### config.mk
export PLATFORM = sky130hd
export DESIGN_NAME = bounded_job_fifo_with_overflow_policy
export DESIGN_NICKNAME = d
export VERILOG_FILES = /design/src/design/bjf_pkg.sv /design/src/design/bjf_front.sv /design/src/design/bjf_op_queue.sv /design/src/design/bjf_back.sv /design/src/design/bounded_job_fifo_with_overflow_policy.sv
export SDC_FILE = /design/constraint.sdc
export NUM_CORES = 1
export LEC_CHECK = 0
export BUFFER_PORTS_ARGS = -buffer_cell sky130_fd_sc_hd__buf_4
export CAP_MARGIN = 40
export CORE_ASPECT_RATIO = 1.5
export CORE_MARGIN = 3
export CORE_UTILIZATION = 35
export CTS_CLUSTER_DIAMETER = 30
export DETAILED_ROUTE_END_ITERATION = 12
export HOLD_SLACK_MARGIN = 0.02
export SLEW_MARGIN = 0
export SYNTH_ARGS = -nofsm -noshare
export SYNTH_HDL_FRONTEND = slang
export SYNTH_SLANG_ARGS = --single-unit
### constraint.sdc
create_clock -name clk -period 4.2 [get_ports clk]
set_input_delay 0.42 -clock clk [delete_from_list [all_inputs] [get_ports clk]]
set_output_delay 0.42 -clock clk [all_outputs]
set_load 0.01 [all_outputs]
### src/design/bjf_pkg.sv
package bjf_pkg;

  // Command codes on in_command
  localparam logic [2:0] CMD_PUSH   = 3'd0;
  localparam logic [2:0] CMD_POP    = 3'd1;
  localparam logic [2:0] CMD_DONE   = 3'd2;
  localparam logic [2:0] CMD_CLOSE  = 3'd3;
  localparam logic [2:0] CMD_CANCEL = 3'd4;

  // Status codes on out_status
  localparam logic [2:0] ST_OK          = 3'd0;
  localparam logic [2:0] ST_REJ_NEWEST  = 3'd1;
  localparam logic [2:0] ST_OK_DROPPED  = 3'd2;
  localparam logic [2:0] ST_WOULD_BLOCK = 3'd3;
  localparam logic [2:0] ST_EMPTY_RETRY = 3'd4;
  localparam logic [2:0] ST_CLOSED      = 3'd5;
  localparam logic [2:0] ST_PUSH_CLOSED = 3'd6;
  localparam logic [2:0] ST_CANCELLED   = 3'd7;

  // Overflow policy codes; the unused code behaves as block
  localparam logic [1:0] POL_BLOCK       = 2'd0;
  localparam logic [1:0] POL_DROP_NEWEST = 2'd1;
  localparam logic [1:0] POL_DROP_OLDEST = 2'd2;

  // Configuration register indexes and port widths
  localparam logic REG_CAPACITY = 1'b0;
  localparam logic REG_POLICY   = 1'b1;
  localparam int   CFG_DATA_W   = 5;
  localparam int   CFG_IDX_W    = 1;

  localparam int         STATUS_W   = 3;
  localparam int         CMD_W      = 3;
  localparam int         ACTIVE_W   = 8;
  localparam logic [7:0] ACTIVE_MAX = 8'd255;
  localparam int         CAP_RESET  = 16;

  // Decoded command kind passed from front to back
  typedef enum logic [2:0] {
    OP_PUSH,
    OP_POP,
    OP_DONE,
    OP_CLOSE,
    OP_CANCEL,
    OP_NOP
  } op_kind_t;

  // Configuration write beat
  typedef struct packed {
    logic                  we;
    logic [CFG_IDX_W-1:0]  index;
    logic [CFG_DATA_W-1:0] wdata;
  } cfg_wr_t;

endpackage

### src/design/bjf_front.sv
module bjf_front #(
  parameter int JOB_WIDTH = 32
) (
  input  logic                       clk,
  input  logic                       rst_n,
  input  logic                       start,
  output logic                       busy,
  input  logic [bjf_pkg::CMD_W-1:0]  in_command,
  input  logic [JOB_WIDTH-1:0]       in_job_word,
  input  logic                       q_full,
  output logic                       q_push,
  output bjf_pkg::op_kind_t          q_kind,
  output logic [JOB_WIDTH-1:0]       q_job
);

  logic                       valid_r;
  logic                       valid_nxt;
  logic [bjf_pkg::CMD_W-1:0]  cmd_r;
  logic [JOB_WIDTH-1:0]       job_r;
  logic                       accept;

  // Hold the beat while the op queue is full
  assign busy   = valid_r && q_full;
  assign accept = start && !busy;
  assign q_push = valid_r && !q_full;
  assign q_job  = job_r;

  // Classify the held command
  always_comb begin
    unique case (cmd_r)
      bjf_pkg::CMD_PUSH:   q_kind = bjf_pkg::OP_PUSH;
      bjf_pkg::CMD_POP:    q_kind = bjf_pkg::OP_POP;
      bjf_pkg::CMD_DONE:   q_kind = bjf_pkg::OP_DONE;
      bjf_pkg::CMD_CLOSE:  q_kind = bjf_pkg::OP_CLOSE;
      bjf_pkg::CMD_CANCEL: q_kind = bjf_pkg::OP_CANCEL;
      default:             q_kind = bjf_pkg::OP_NOP;
    endcase
  end

  always_comb begin
    valid_nxt = valid_r;
    if (accept) begin
      valid_nxt = 1'b1;
    end else if (q_push) begin
      valid_nxt = 1'b0;
    end
  end

  always_ff @(posedge clk) begin
    if (!rst_n) begin
      valid_r <= 1'b0;
    end else begin
      valid_r <= valid_nxt;
    end
  end

  // Capture the beat payload
  always_ff @(posedge clk) begin
    if (accept) begin
      cmd_r <= in_command;
      job_r <= in_job_word;
    end
  end

endmodule

### src/design/bjf_op_queue.sv
module bjf_op_queue #(
  parameter int JOB_WIDTH = 32
) (
  input  logic                  clk,
  input  logic                  rst_n,
  input  logic                  push,
  input  bjf_pkg::op_kind_t     push_kind,
  input  logic [JOB_WIDTH-1:0]  push_job,
  output logic                  full,
  input  logic                  pop,
  output logic                  valid,
  output bjf_pkg::op_kind_t     pop_kind,
  output logic [JOB_WIDTH-1:0]  pop_job
);

  // Two-entry queue between classify and execute
  bjf_pkg::op_kind_t     kind_r [2];
  logic [JOB_WIDTH-1:0]  job_r  [2];
  logic                  wr_ptr_r;
  logic                  rd_ptr_r;
  logic [1:0]            fill_r;
  logic [1:0]            fill_nxt;
  logic                  do_pop;

  assign full     = (fill_r == 2'd2);
  assign valid    = (fill_r != 2'd0);
  assign do_pop   = pop && valid;
  assign pop_kind = kind_r[rd_ptr_r];
  assign pop_job  = job_r[rd_ptr_r];

  always_comb begin
    fill_nxt = fill_r;
    if (push && !do_pop) begin
      fill_nxt = fill_r + 2'd1;
    end else if (do_pop && !push) begin
      fill_nxt = fill_r - 2'd1;
    end
  end

  always_ff @(posedge clk) begin
    if (!rst_n) begin
      wr_ptr_r <= 1'b0;
      rd_ptr_r <= 1'b0;
      fill_r   <= 2'd0;
    end else begin
      if (push) begin
        wr_ptr_r <= !wr_ptr_r;
      end
      if (do_pop) begin
        rd_ptr_r <= !rd_ptr_r;
      end
      fill_r <= fill_nxt;
    end
  end

  // Store the entry
  always_ff @(posedge clk) begin
    if (push) begin
      kind_r[wr_ptr_r] <= push_kind;
      job_r[wr_ptr_r]  <= push_job;
    end
  end

endmodule

### src/design/bjf_back.sv
module bjf_back #(
  parameter int QUEUE_DEPTH = 16,
  parameter int JOB_WIDTH   = 32,
  parameter int CW          = $clog2(QUEUE_DEPTH + 1)
) (
  input  logic                          clk,
  input  logic                          rst_n,
  input  bjf_pkg::cfg_wr_t              cfg,
  input  logic                          op_valid,
  input  bjf_pkg::op_kind_t             op_kind,
  input  logic [JOB_WIDTH-1:0]          op_job,
  output logic                          op_pop,
  output logic                          out_valid,
  output logic [bjf_pkg::STATUS_W-1:0]  out_status,
  output logic [JOB_WIDTH-1:0]          out_job_out,
  output logic [CW-1:0]                 out_pending_count,
  output logic [bjf_pkg::ACTIVE_W-1:0]  out_active_count,
  output logic                          out_drained,
  output logic                          out_last_result
);

  localparam int IW = (QUEUE_DEPTH > 1) ? $clog2(QUEUE_DEPTH) : 1;
  localparam int SW = ((IW > CW) ? IW : CW) + 1;
  localparam logic [IW-1:0] HEAD_LAST = IW'(QUEUE_DEPTH - 1);
  localparam logic [CW-1:0] DEPTH_C   = CW'(QUEUE_DEPTH);
  localparam logic [CW-1:0] CAP_RST   =
    CW'((bjf_pkg::CAP_RESET > QUEUE_DEPTH) ? QUEUE_DEPTH : bjf_pkg::CAP_RESET);

  typedef enum logic {
    S_RUN,
    S_WALK
  } state_t;

  state_t                          state_r, state_nxt;
  logic [IW-1:0]                   head_r, head_nxt;
  logic [CW-1:0]                   count_r, count_nxt;
  logic [CW-1:0]                   left_r, left_nxt;
  logic [bjf_pkg::ACTIVE_W-1:0]    active_r, active_nxt;
  logic                            closed_r, closed_nxt;
  logic [CW-1:0]                   cap_r;
  logic [1:0]                      policy_r;

  // Job store and its registered read port
  logic [JOB_WIDTH-1:0]            store [QUEUE_DEPTH];
  logic [JOB_WIDTH-1:0]            rd_data_r;
  logic                            wr_en;
  logic [IW-1:0]                   tail;
  logic [SW-1:0]                   tail_sum;

  // Result stage
  logic                            emit;
  logic                            take_job;
  logic                            last;
  logic [bjf_pkg::STATUS_W-1:0]    status;
  logic                            out_valid_r;
  logic                            use_rd_r;
  logic [bjf_pkg::STATUS_W-1:0]    status_r;
  logic [CW-1:0]                   pend_r;
  logic [bjf_pkg::ACTIVE_W-1:0]    act_r;
  logic                            drained_r;
  logic                            last_r;

  logic [IW-1:0]                   head_inc;
  logic [CW-1:0]                   cap_wr;

  assign head_inc = (head_r == HEAD_LAST) ? '0 : head_r + IW'(1);
  assign tail_sum = SW'(head_r) + SW'(count_r);
  assign tail     = (tail_sum >= SW'(QUEUE_DEPTH)) ? IW'(tail_sum - SW'(QUEUE_DEPTH))
                                                   : IW'(tail_sum);
  assign op_pop   = (state_r == S_RUN);

  // Clamp a capacity write into one to the queue depth
  always_comb begin
    if (cfg.wdata == '0) begin
      cap_wr = CW'(1);
    end else if (32'(cfg.wdata) > 32'(QUEUE_DEPTH)) begin
      cap_wr = DEPTH_C;
    end else begin
      cap_wr = CW'(cfg.wdata);
    end
  end

  // Execute one op, or one step of a cancel walk
  always_comb begin
    state_nxt  = state_r;
    head_nxt   = head_r;
    count_nxt  = count_r;
    left_nxt   = left_r;
    active_nxt = active_r;
    closed_nxt = closed_r;
    wr_en      = 1'b0;
    emit       = 1'b0;
    take_job   = 1'b0;
    last       = 1'b1;
    status     = bjf_pkg::ST_OK;
    unique case (state_r)
      S_WALK: begin
        emit     = 1'b1;
        take_job = 1'b1;
        status   = bjf_pkg::ST_CANCELLED;
        head_nxt = head_inc;
        left_nxt = left_r - CW'(1);
        last     = (left_r == CW'(1));
        if (last) begin
          state_nxt = S_RUN;
        end
      end
      S_RUN: begin
        if (op_valid) begin
          emit = 1'b1;
          unique case (op_kind)
            bjf_pkg::OP_PUSH: begin
              priority if (closed_r) begin
                status = bjf_pkg::ST_PUSH_CLOSED;
              end else if (count_r < cap_r) begin
                wr_en     = 1'b1;
                count_nxt = count_r + CW'(1);
              end else if (policy_r == bjf_pkg::POL_DROP_NEWEST) begin
                status = bjf_pkg::ST_REJ_NEWEST;
              end else if (policy_r == bjf_pkg::POL_DROP_OLDEST) begin
                // Evict the head; the count stays, so the tail advances with the head
                status   = bjf_pkg::ST_OK_DROPPED;
                take_job = 1'b1;
                head_nxt = head_inc;
                wr_en    = 1'b1;
              end else begin
                status = bjf_pkg::ST_WOULD_BLOCK;
              end
            end
            bjf_pkg::OP_POP: begin
              if (count_r == '0) begin
                status = closed_r ? bjf_pkg::ST_CLOSED : bjf_pkg::ST_EMPTY_RETRY;
              end else begin
                take_job  = 1'b1;
                head_nxt  = head_inc;
                count_nxt = count_r - CW'(1);
                if (active_r != bjf_pkg::ACTIVE_MAX) begin
                  active_nxt = active_r + bjf_pkg::ACTIVE_W'(1);
                end
              end
            end
            bjf_pkg::OP_DONE: begin
              if (active_r != '0) begin
                active_nxt = active_r - bjf_pkg::ACTIVE_W'(1);
              end
            end
            bjf_pkg::OP_CLOSE: begin
              closed_nxt = 1'b1;
            end
            bjf_pkg::OP_CANCEL: begin
              closed_nxt = 1'b1;
              if (count_r == '0) begin
                status = bjf_pkg::ST_CLOSED;
              end else begin
                // Emit the head now, walk the rest one per cycle
                status    = bjf_pkg::ST_CANCELLED;
                take_job  = 1'b1;
                head_nxt  = head_inc;
                count_nxt = '0;
                left_nxt  = count_r - CW'(1);
                last      = (count_r == CW'(1));
                if (!last) begin
                  state_nxt = S_WALK;
                end
              end
            end
            default: begin
              status = bjf_pkg::ST_OK;
            end
          endcase
        end
      end
      default: begin
        state_nxt = S_RUN;
      end
    endcase
  end

  // Hold control state and the result stage
  always_ff @(posedge clk) begin
    if (!rst_n) begin
      state_r     <= S_RUN;
      head_r      <= '0;
      count_r     <= '0;
      left_r      <= '0;
      active_r    <= '0;
      closed_r    <= 1'b0;
      cap_r       <= CAP_RST;
      policy_r    <= bjf_pkg::POL_BLOCK;
      out_valid_r <= 1'b0;
    end else begin
      state_r     <= state_nxt;
      head_r      <= head_nxt;
      count_r     <= count_nxt;
      left_r      <= left_nxt;
      active_r    <= active_nxt;
      closed_r    <= closed_nxt;
      out_valid_r <= emit;
      if (cfg.we && cfg.index == bjf_pkg::REG_CAPACITY) begin
        cap_r <= cap_wr;
      end
      if (cfg.we && cfg.index == bjf_pkg::REG_POLICY) begin
        policy_r <= cfg.wdata[1:0];
      end
    end
    // Result payload, qualified by out_valid_r
    use_rd_r  <= take_job;
    status_r  <= status;
    pend_r    <= count_nxt;
    act_r     <= active_nxt;
    drained_r <= (count_nxt == '0) && (active_nxt == '0);
    last_r    <= last;
  end

  // Read the head, write the tail; a same-slot read returns the old job
  always_ff @(posedge clk) begin
    rd_data_r <= store[head_r];
    if (wr_en) begin
      store[tail] <= op_job;
    end
  end

  assign out_valid         = out_valid_r;
  assign out_status        = status_r;
  assign out_job_out       = use_rd_r ? rd_data_r : '0;
  assign out_pending_count = pend_r;
  assign out_active_count  = act_r;
  assign out_drained       = drained_r;
  assign out_last_result   = last_r;

endmodule

### src/design/bounded_job_fifo_with_overflow_policy.sv
// Channel   Handshake            Payload
// command   start / busy         in_command, in_job_word
// result    out_valid (strobe)   out_status, out_job_out, out_pending_count,
//                                out_active_count, out_drained, out_last_result
// config    cfg_we               cfg_index, cfg_wdata
//
// One command per cycle while busy is low; a cancel that finds n stored jobs holds
// the executor, one result a cycle for each job, while later commands wait in the op queue.
// When nothing waits, a command passes the front register, the op queue and the
// result stage in turn before out_valid rises.
// busy is high while the two-entry op queue between classify and execute is full and a beat waits.
// rst_n is synchronous: queue empty, open, no active jobs, capacity 16 (or QUEUE_DEPTH if smaller), block.
// The receiver cannot stall: every result stands for exactly one cycle.
module bounded_job_fifo_with_overflow_policy #(
  parameter int QUEUE_DEPTH = 16,
  parameter int JOB_WIDTH   = 32
) (
  input  logic                            clk,
  input  logic                            rst_n,
  input  logic                            start,
  output logic                            busy,
  input  logic [bjf_pkg::CMD_W-1:0]       in_command,
  input  logic [JOB_WIDTH-1:0]            in_job_word,
  output logic                            out_valid,
  output logic [bjf_pkg::STATUS_W-1:0]    out_status,
  output logic [JOB_WIDTH-1:0]            out_job_out,
  output logic [$clog2(QUEUE_DEPTH+1)-1:0] out_pending_count,
  output logic [bjf_pkg::ACTIVE_W-1:0]    out_active_count,
  output logic                            out_drained,
  output logic                            out_last_result,
  input  logic                            cfg_we,
  input  logic [bjf_pkg::CFG_IDX_W-1:0]   cfg_index,
  input  logic [bjf_pkg::CFG_DATA_W-1:0]  cfg_wdata
);

  logic                   q_full;
  logic                   q_push;
  bjf_pkg::op_kind_t      q_push_kind;
  logic [JOB_WIDTH-1:0]   q_push_job;
  logic                   q_pop;
  logic                   q_valid;
  bjf_pkg::op_kind_t      q_pop_kind;
  logic [JOB_WIDTH-1:0]   q_pop_job;
  bjf_pkg::cfg_wr_t       cfg;

  assign cfg.we    = cfg_we;
  assign cfg.index = cfg_index;
  assign cfg.wdata = cfg_wdata;

  bjf_front #(
    .JOB_WIDTH (JOB_WIDTH)
  ) u_front (
    .clk         (clk),
    .rst_n       (rst_n),
    .start       (start),
    .busy        (busy),
    .in_command  (in_command),
    .in_job_word (in_job_word),
    .q_full      (q_full),
    .q_push      (q_push),
    .q_kind      (q_push_kind),
    .q_job       (q_push_job)
  );

  bjf_op_queue #(
    .JOB_WIDTH (JOB_WIDTH)
  ) u_op_queue (
    .clk       (clk),
    .rst_n     (rst_n),
    .push      (q_push),
    .push_kind (q_push_kind),
    .push_job  (q_push_job),
    .full      (q_full),
    .pop       (q_pop),
    .valid     (q_valid),
    .pop_kind  (q_pop_kind),
    .pop_job   (q_pop_job)
  );

  bjf_back #(
    .QUEUE_DEPTH (QUEUE_DEPTH),
    .JOB_WIDTH   (JOB_WIDTH),
    .CW          ($clog2(QUEUE_DEPTH + 1))
  ) u_back (
    .clk               (clk),
    .rst_n             (rst_n),
    .cfg               (cfg),
    .op_valid          (q_valid),
    .op_kind           (q_pop_kind),
    .op_job            (q_pop_job),
    .op_pop            (q_pop),
    .out_valid         (out_valid),
    .out_status        (out_status),
    .out_job_out       (out_job_out),
    .out_pending_count (out_pending_count),
    .out_active_count  (out_active_count),
    .out_drained       (out_drained),
    .out_last_result   (out_last_result)
  );

endmodule
* Word-level counts from Yosys, hierarchy flattened
Memory sizes are Yosys's and may differ from the RTL's. A register that Yosys moved wholly into a read port is not among the register bits. Index checks and enable logic that the tools add are counted.
Word-level totals: memories kept 3, bits in writable memories 582, latch bits 0, bits in registers 91, memory bits (read-only) 0, output and inout port bits 52, input bits 45, logic and storage cells 171
Cells by class: order comparisons 3, equality and inequality tests 24, bitwise logic cells 2, reduce and logical (&&, ||, !) cells 30, shift operators 0, multipliers 0, div/mod/pow operators 0, add/subtract/negate cells 10, multiplexer cells 78
Memory list:
- u_back.store | depth 16, bits a word 32, read ports 1, clocked after memory_dff 1, write ports 1, RTL line bjf_back.sv:44 | logic [JOB_WIDTH-1:0] store [QUEUE_DEPTH];
- u_op_queue.job_r | depth 2, bits a word 32, read ports 1, clocked after memory_dff 1, write ports 1, RTL line bjf_op_queue.sv:18 | logic [JOB_WIDTH-1:0] job_r [2];
- u_op_queue.kind_r | depth 2, bits a word 3, read ports 1, clocked after memory_dff 1, write ports 1, RTL line bjf_op_queue.sv:17 | bjf_pkg::op_kind_t kind_r [2];
Operators with widths (count):
- two-way mux 5 bit | 11
- two-way mux 8 bit | 5
- two-way mux 1 bit | 32
- two-way mux 32 bit | 1
- two-way mux 4 bit | 8
- one-hot mux 4 bit (2 select lines) | 2
- one-hot mux 8 bit (2 select lines) | 1
- logical NOT 5 bit | 3
- two-way mux 3 bit | 5
- one-hot mux 3 bit (5 select lines) | 1
- one-hot mux 5 bit (3 select lines) | 1
- == test 3 x 2 -> 1 bit, second input constant | 4
- != test 3 bit, second input constant | 4
- == test 5 x 1 -> 1 bit, second input constant | 2
- one-hot mux 1 bit (2 select lines) | 5
- one-hot mux 5 bit (2 select lines) | 1
- subtractor 5 x 1 -> 5 bit, second input constant | 2
- logical AND 1 bit | 9
- one-hot mux 3 bit (3 select lines) | 1
- adder 8 x 1 -> 8 bit, second input constant | 1
- logical NOT 8 bit | 1
- != test 8 bit, second input constant | 1
- nonzero test 8 bit | 1
- subtractor 8 x 1 -> 8 bit, second input constant | 1
- 26 further kinds | 44

* Depth between registers and ports, before layout
depth in word-level cells 10, gate-level depth with buffers 11, gate-level depth less buffers 11

* Hierarchy
A second synthesis with hierarchy kept.
Second synthesis, totals: cell total of the unflattened synthesis 1344, area, all modules 27000.9 µm²
By module, submodules not included:
- bjf_back | seq. area each 17036.3 µm², area each 23145.9 µm², times used 1, cells each 1170
- bjf_op_queue | seq. area each 2202.1 µm², area each 2736.4 µm², times used 1, cells each 131
- bjf_front | seq. area each 1071.0 µm², area each 1118.6 µm², times used 1, cells each 43

* Worst setup path after synthesis
Ideal clock, no wire load.
kind register -> register, start register u_back.count_r[1], end memory u_back.store[0][0] (enable), library setup time 0.421 ns, cell stages (with the launch flop) 8, path buffers 0, clock period less this slack 3.804 ns, arrival time 3.383 ns, path slack 0.396 ns, required time 3.779 ns, cell sequence dfxtp_1 > ha_1 > a2111oi_4 > o21bai_1 > o21a_1 > nor2_1 > or3b_1 > nor2_1
On the way: cells in the longest elaborated chain, start to end 8, elaborated cells on any way between the ends 12, those cells by class add/sub (2); order compare (2); mux (8)
RTL lines:
- start, declared | RTL line bjf_back.sv:36 | logic [CW-1:0] count_r, count_nxt;
- start signal, assigned | RTL line bjf_back.sv:194 | count_r <= count_nxt;
- < comparator 5 bit | RTL line bjf_back.sv:115 | end else if (count_r < cap_r) begin
- two-way mux 1 bit | RTL line bjf_back.sv:115
- two-way mux 1 bit | RTL line bjf_back.sv:113 | priority if (closed_r) begin
- two-way mux 1 bit | RTL line bjf_back.sv:111 | unique case (op_kind)
- two-way mux 1 bit | RTL line bjf_back.sv:109 | if (op_valid) begin
- two-way mux 1 bit | RTL line bjf_back.sv:96 | unique case (state_r)
- two-way mux 1 bit | RTL line bjf_back.sv:218 | if (wr_en) begin
- two-way mux 1 bit (not written as such) | RTL line bjf_back.sv:219 | store[tail] <= op_job;
- end, declared | RTL line bjf_back.sv:44
Several ways; a longest one is shown, not always the timed one.

* Worst setup path in the final report
start register u_back.count_r[2], end memory u_back.store[12][29] (enable)
Same word-level chain as after synthesis.

==> run_summary.xml <==
<?xml version="1.0" encoding="UTF-8"?>
<metrics>
  <group name="sta">
    <metric name="timing.final.crit_period" unit="ns">3.65</metric>
    <metric name="finalSetupViolations" unit="">0</metric>
    <metric name="transition_time_at_the_pin_with_the_least_slew_margin" unit="ns">0.835</metric>
    <metric name="timing_max_transition_violations_final" unit="">0</metric>
    <metric name="layout_worst_path_cycle_share" unit="">0.870</metric>
    <metric name="final_critical_path_setup_slack" unit="ns">0.547</metric>
    <metric name="skew" unit="ns">0.0154</metric>
    <metric name="setup_tns" unit="ns">0</metric>
    <metric name="finalHoldViolCount" unit="">0</metric>
    <metric name="maxClockFrequency" unit="MHz">274</metric>
    <metric name="unrepaired_setup_endpoints_after_global_routing" unit="">false</metric>
    <metric name="worst_slew_margin_rel" unit="">0.444</metric>
  </group>
  <group name="critical_path">
    <metric name="ordered_cell_list_for_the_critical_path" unit="">ha_1 -&gt; o21a_1 -&gt; o21ai_0 -&gt; o21bai_1 -&gt; o21a_1 -&gt; nor2_1 -&gt; or3b_1 -&gt; nor2_4 -&gt; buf_12</metric>
    <metric name="worstPathMaxFanout" unit="">25</metric>
    <metric name="critPathRequiredTime" unit="ns">4.53</metric>
    <metric name="worst_ep_arrival_time" unit="ns">3.98</metric>
    <metric name="critPathLaunchType" unit="">register</metric>
    <metric name="path_class" unit="">register to register</metric>
    <metric name="critPathCaptureType" unit="">register</metric>
    <metric name="crit-reg2reg-launch" unit="">u_back.count_r[2]</metric>
    <metric name="slowest_stage_delay_on_critical_path" unit="ns">0.58</metric>
    <metric name="critical_path.startpoint" unit="">u_back.count_r[2]</metric>
    <metric name="ff2ff_path_depth" unit="">9</metric>
    <metric name="critPathMostFrequentCell" unit="">o21a_1</metric>
    <metric name="slowest_stage" unit="">dfxtp_1</metric>
  </group>
  <group name="die">
    <metric name="placeableCoreArea" unit="um^2">76500</metric>
    <metric name="placement_rows" unit="">124</metric>
    <metric name="die-area" unit="um^2">81000</metric>
    <metric name="boundary_pins" unit="">97</metric>
    <metric name="die_x" unit="um">233</metric>
    <metric name="initial_core_util" unit="">0.355</metric>
    <metric name="die_height" unit="um">347</metric>
  </group>
  <group name="routing">
    <metric name="drc" unit="">0</metric>
    <metric name="drt-wirelength-per-cell" unit="um">22.0</metric>
    <metric name="highest_layer" unit="">met4</metric>
    <metric name="route.met3.wl" unit="um">2810</metric>
    <metric name="route.vias.total" unit="">13300</metric>
    <metric name="met1Wirelength" unit="um">22400</metric>
    <metric name="met2_wirelength" unit="um">31200</metric>
    <metric name="detail_route.iter0.violations" unit="">924</metric>
    <metric name="drt-total-wl" unit="um">58100</metric>
    <metric name="dr.pass1.iters" unit="">5</metric>
    <metric name="drt-vias-per-instance" unit="">5.03</metric>
    <metric name="ant_nets" unit="">0</metric>
  </group>
  <group name="finish">
    <metric name="drive_above_1_share" unit="">0.340</metric>
    <metric name="diodes" unit="">0</metric>
    <metric name="nets" unit="">1613</metric>
    <metric name="filler_cells" unit="">6529</metric>
    <metric name="most-common-layout-cells" unit="">edfxtp_1, mux4_2, buf_4</metric>
    <metric name="final_common_cell" unit="">edfxtp_1</metric>
    <metric name="areaGrowthSynthToFinish" unit="%">23.3</metric>
  </group>
  <group name="synth">
    <metric name="yosys_register_bits" unit="">706</metric>
    <metric name="synthMuxAreaShare" unit="">0.150</metric>
    <metric name="yosysUniqueCellTypes" unit="">82</metric>
    <metric name="synth_area" unit="um^2">27100</metric>
    <metric name="synth_simple_gate_area_share" unit="">0.0416</metric>
    <metric name="synth.net_count" unit="">1406</metric>
    <metric name="synth-edff-count" unit="">617</metric>
    <metric name="ys_seq_area_frac" unit="">0.748</metric>
    <metric name="ys_async_sr_fraction" unit="">0</metric>
    <metric name="yosys.area_share.xor_xnor" unit="">0.00452</metric>
    <metric name="synth-warning-count" unit="">0</metric>
    <metric name="dominantRegCellSynth" unit="">edfxtp_1</metric>
    <metric name="avgSynthCellArea" unit="um^2">20.2</metric>
    <metric name="synth_cells" unit="">1341</metric>
    <metric name="synth_fa_ha_area_frac" unit="">0.00950</metric>
    <metric name="largest_family_of_logic_cells_by_synthesized_area" unit="">multiplexers</metric>
    <metric name="synth_compound_area_frac" unit="">0.0321</metric>
  </group>
  <group name="place">
    <metric name="port_buffers" unit="">96</metric>
    <metric name="place_worst_setup_slack" unit="ns">0.616</metric>
    <metric name="dpl.hpwl" unit="um">35000</metric>
    <metric name="gp_routability_congestion" unit="">0.799</metric>
  </group>
  <group name="global_route">
    <metric name="grt_antenna_before_repair" unit="">0</metric>
    <metric name="grt_pass1_wl" unit="um">89000</metric>
    <metric name="grt-ovfl-total" unit="">0</metric>
    <metric name="grt_util_all_layers" unit="">0.146</metric>
    <metric name="vias_in_the_first_global_route" unit="">14500</metric>
    <metric name="grt_start_max_net_pins" unit="">132</metric>
  </group>
  <group name="cts">
    <metric name="post_cts_resized" unit="">0</metric>
    <metric name="path_clk_slew" unit="ns">0.06</metric>
    <metric name="cts-buffers-inserted" unit="">105</metric>
    <metric name="clock_latency_reported_for_the_late_side_of_the_worst_skew_pair" unit="ns">0.64</metric>
    <metric name="clock-sinks" unit="">706</metric>
    <metric name="cts_max_level" unit="">3</metric>
    <metric name="cts_tree" unit="">yes</metric>
    <metric name="ctsRootBufferMaster" unit="">clkbuf_16</metric>
    <metric name="cts_setup_buffers" unit="">0</metric>
    <metric name="cts-root-to-sink-buffers" unit="">3</metric>
  </group>
  <group name="flow_run">
    <metric name="maxCapViolations" unit="">0</metric>
  </group>
  <group name="power_and_ir_drop">
    <metric name="power_per_cell_area" unit="nW/um^2">572</metric>
    <metric name="vdd.ir_drop.worst" unit="V">0.000364</metric>
    <metric name="cellLeakagePower" unit="nW">10.9</metric>
  </group>
  <group name="hold_path">
    <metric name="min_delay_path_depth" unit="">3</metric>
    <metric name="hold_path_startpoint" unit="">cfg_wdata[0]</metric>
    <metric name="hp-class" unit="">input pin to register</metric>
  </group>
  <group name="status">
    <metric name="status" unit="">complete, no violations</metric>
  </group>
</metrics>
## cell usage after synthesis, drive strengths merged, types with 3 or more instances
master  instances  area share
nor2b          12      0.0028
and3            5      0.0012
a211oi          5      0.0016
mux4          160        0.13
nand4           4     0.00092
and2           51       0.012
dfxtp          89       0.066
a311oi          4      0.0013
nor2           37      0.0051
nand4b          3     0.00097
clkbuf         42      0.0058
a32oi           3     0.00097
mux2i           6      0.0031
nand3b          4      0.0011
nor4            6      0.0016
o211ai          4      0.0018
edfxtp        617        0.68
xor2            5      0.0016
or3             5      0.0012
o21a            8      0.0022
ha             19      0.0088
nor3           10      0.0020
a21o            4      0.0011
a21oi          22      0.0047
nor3b           6      0.0017
o21ai          18      0.0033
inv            28      0.0039
a22oi           3     0.00083
xnor2           9      0.0029
mux2           33       0.014
a31oi           4     0.00092
nor4b           3      0.0012
nand2b          3     0.00069
nand2          25      0.0035
a21boi          9      0.0025
buf            22      0.0046
nand3          11      0.0022
o221a           3      0.0012
## flip-flops by register name (all words and copies together) (netlist names), 6 cells and up, named ones only
register	count
u_back.rd_data_r	32
u_back.out_active_count	8
u_op_queue.job_r	64
u_front.q_job	32
u_back.active_r	8
u_op_queue.kind_r	6
u_back.store	512
## logic make-up after synthesis
| kind of cell | Yosys count |
|---|---|
| AO/OA/AOI/OAI | 114 |
| AND/OR/NAND/NOR | 196 |
| buffers and inverters | 92 |
| multiplexers | 199 |
| adder cells (fa/ha/maj) | 20 |
| XOR/XNOR | 14 |
| flip-flops | 706 |
## layer usage
metal,global-route usage,vias to the layer above
met3,0.0267,103
met4,0.0587,0
met2,0.260,376
met1,0.174,6927
met5,0,-
li1,-,5917
## report_power, final
| group | total, mW | internal [mW] | switching, mW | leakage, nW |
|---|---|---|---|---|
| sequential | 8.41 | 8.29 | 0.117 | 6.32 |
| clock | 8.81 | 5.42 | 3.39 | 1.76 |
| combinational | 1.92 | 0.723 | 1.20 | 2.81 |
| total | 19.1 | 14.4 | 4.71 | 10.9 |
## stage by stage
stage / util / power, mW / instances / cell area (um^2) / hold WS [ns]
5_1_grt: 0.438 / 19.9 / 2648 / 33500 / 0.0381
6_report: 0.438 / 19.1 / 2648 / 33500 / 0.0652
3_3_place_gp: 0.384 / 10.4 / 2410 / 29400 / 0.427
3_5_place_dp: 0.385 / 10.5 / 2413 / 29400 / 0.430
2_1_floorplan: - / 9.79 / 1341 / 27100 / 0.421
4_1_cts: 0.438 / 19.4 / 2648 / 33500 / 0.0253
## worst paths after layout
check,slack (ns),end
hold reg to reg,0.44,u_op_queue.job_r[0][0]
setup reg to reg,0.55,u_back.store[12][29]
setup / recovery,0.55,u_back.store[12][29]
hold / removal,0.07,u_back.policy_r[0]
## worst max-delay path, delay by kind of cell (launching register included)
kind | cells | cell delay, ns
fa+ha+maj | 1 | 0.32
flops | 1 | 0.58
compound gates | 4 | 0.95
simple gates | 3 | 1.21
buf+inv | 1 | 0.26
## layout make-up
cell class,count,area (um^2),share of cell area
flip-flops and latches,706,20300,0.607
multi-input cells,543,6580,0.197
clock buffers,116,2740,0.0819
repair buffers,164,1540,0.0459
well taps,1008,1260,0.0377
clock inverters,83,926,0.0277
inverters,28,105,0.00314
## repair_timing
item,CTS,global route
hold buffers,36,0
endpoints found under the setup margin,0,0
endpoints found under the hold margin,36,0
Note: power is estimated with default switching activity, not from simulation.
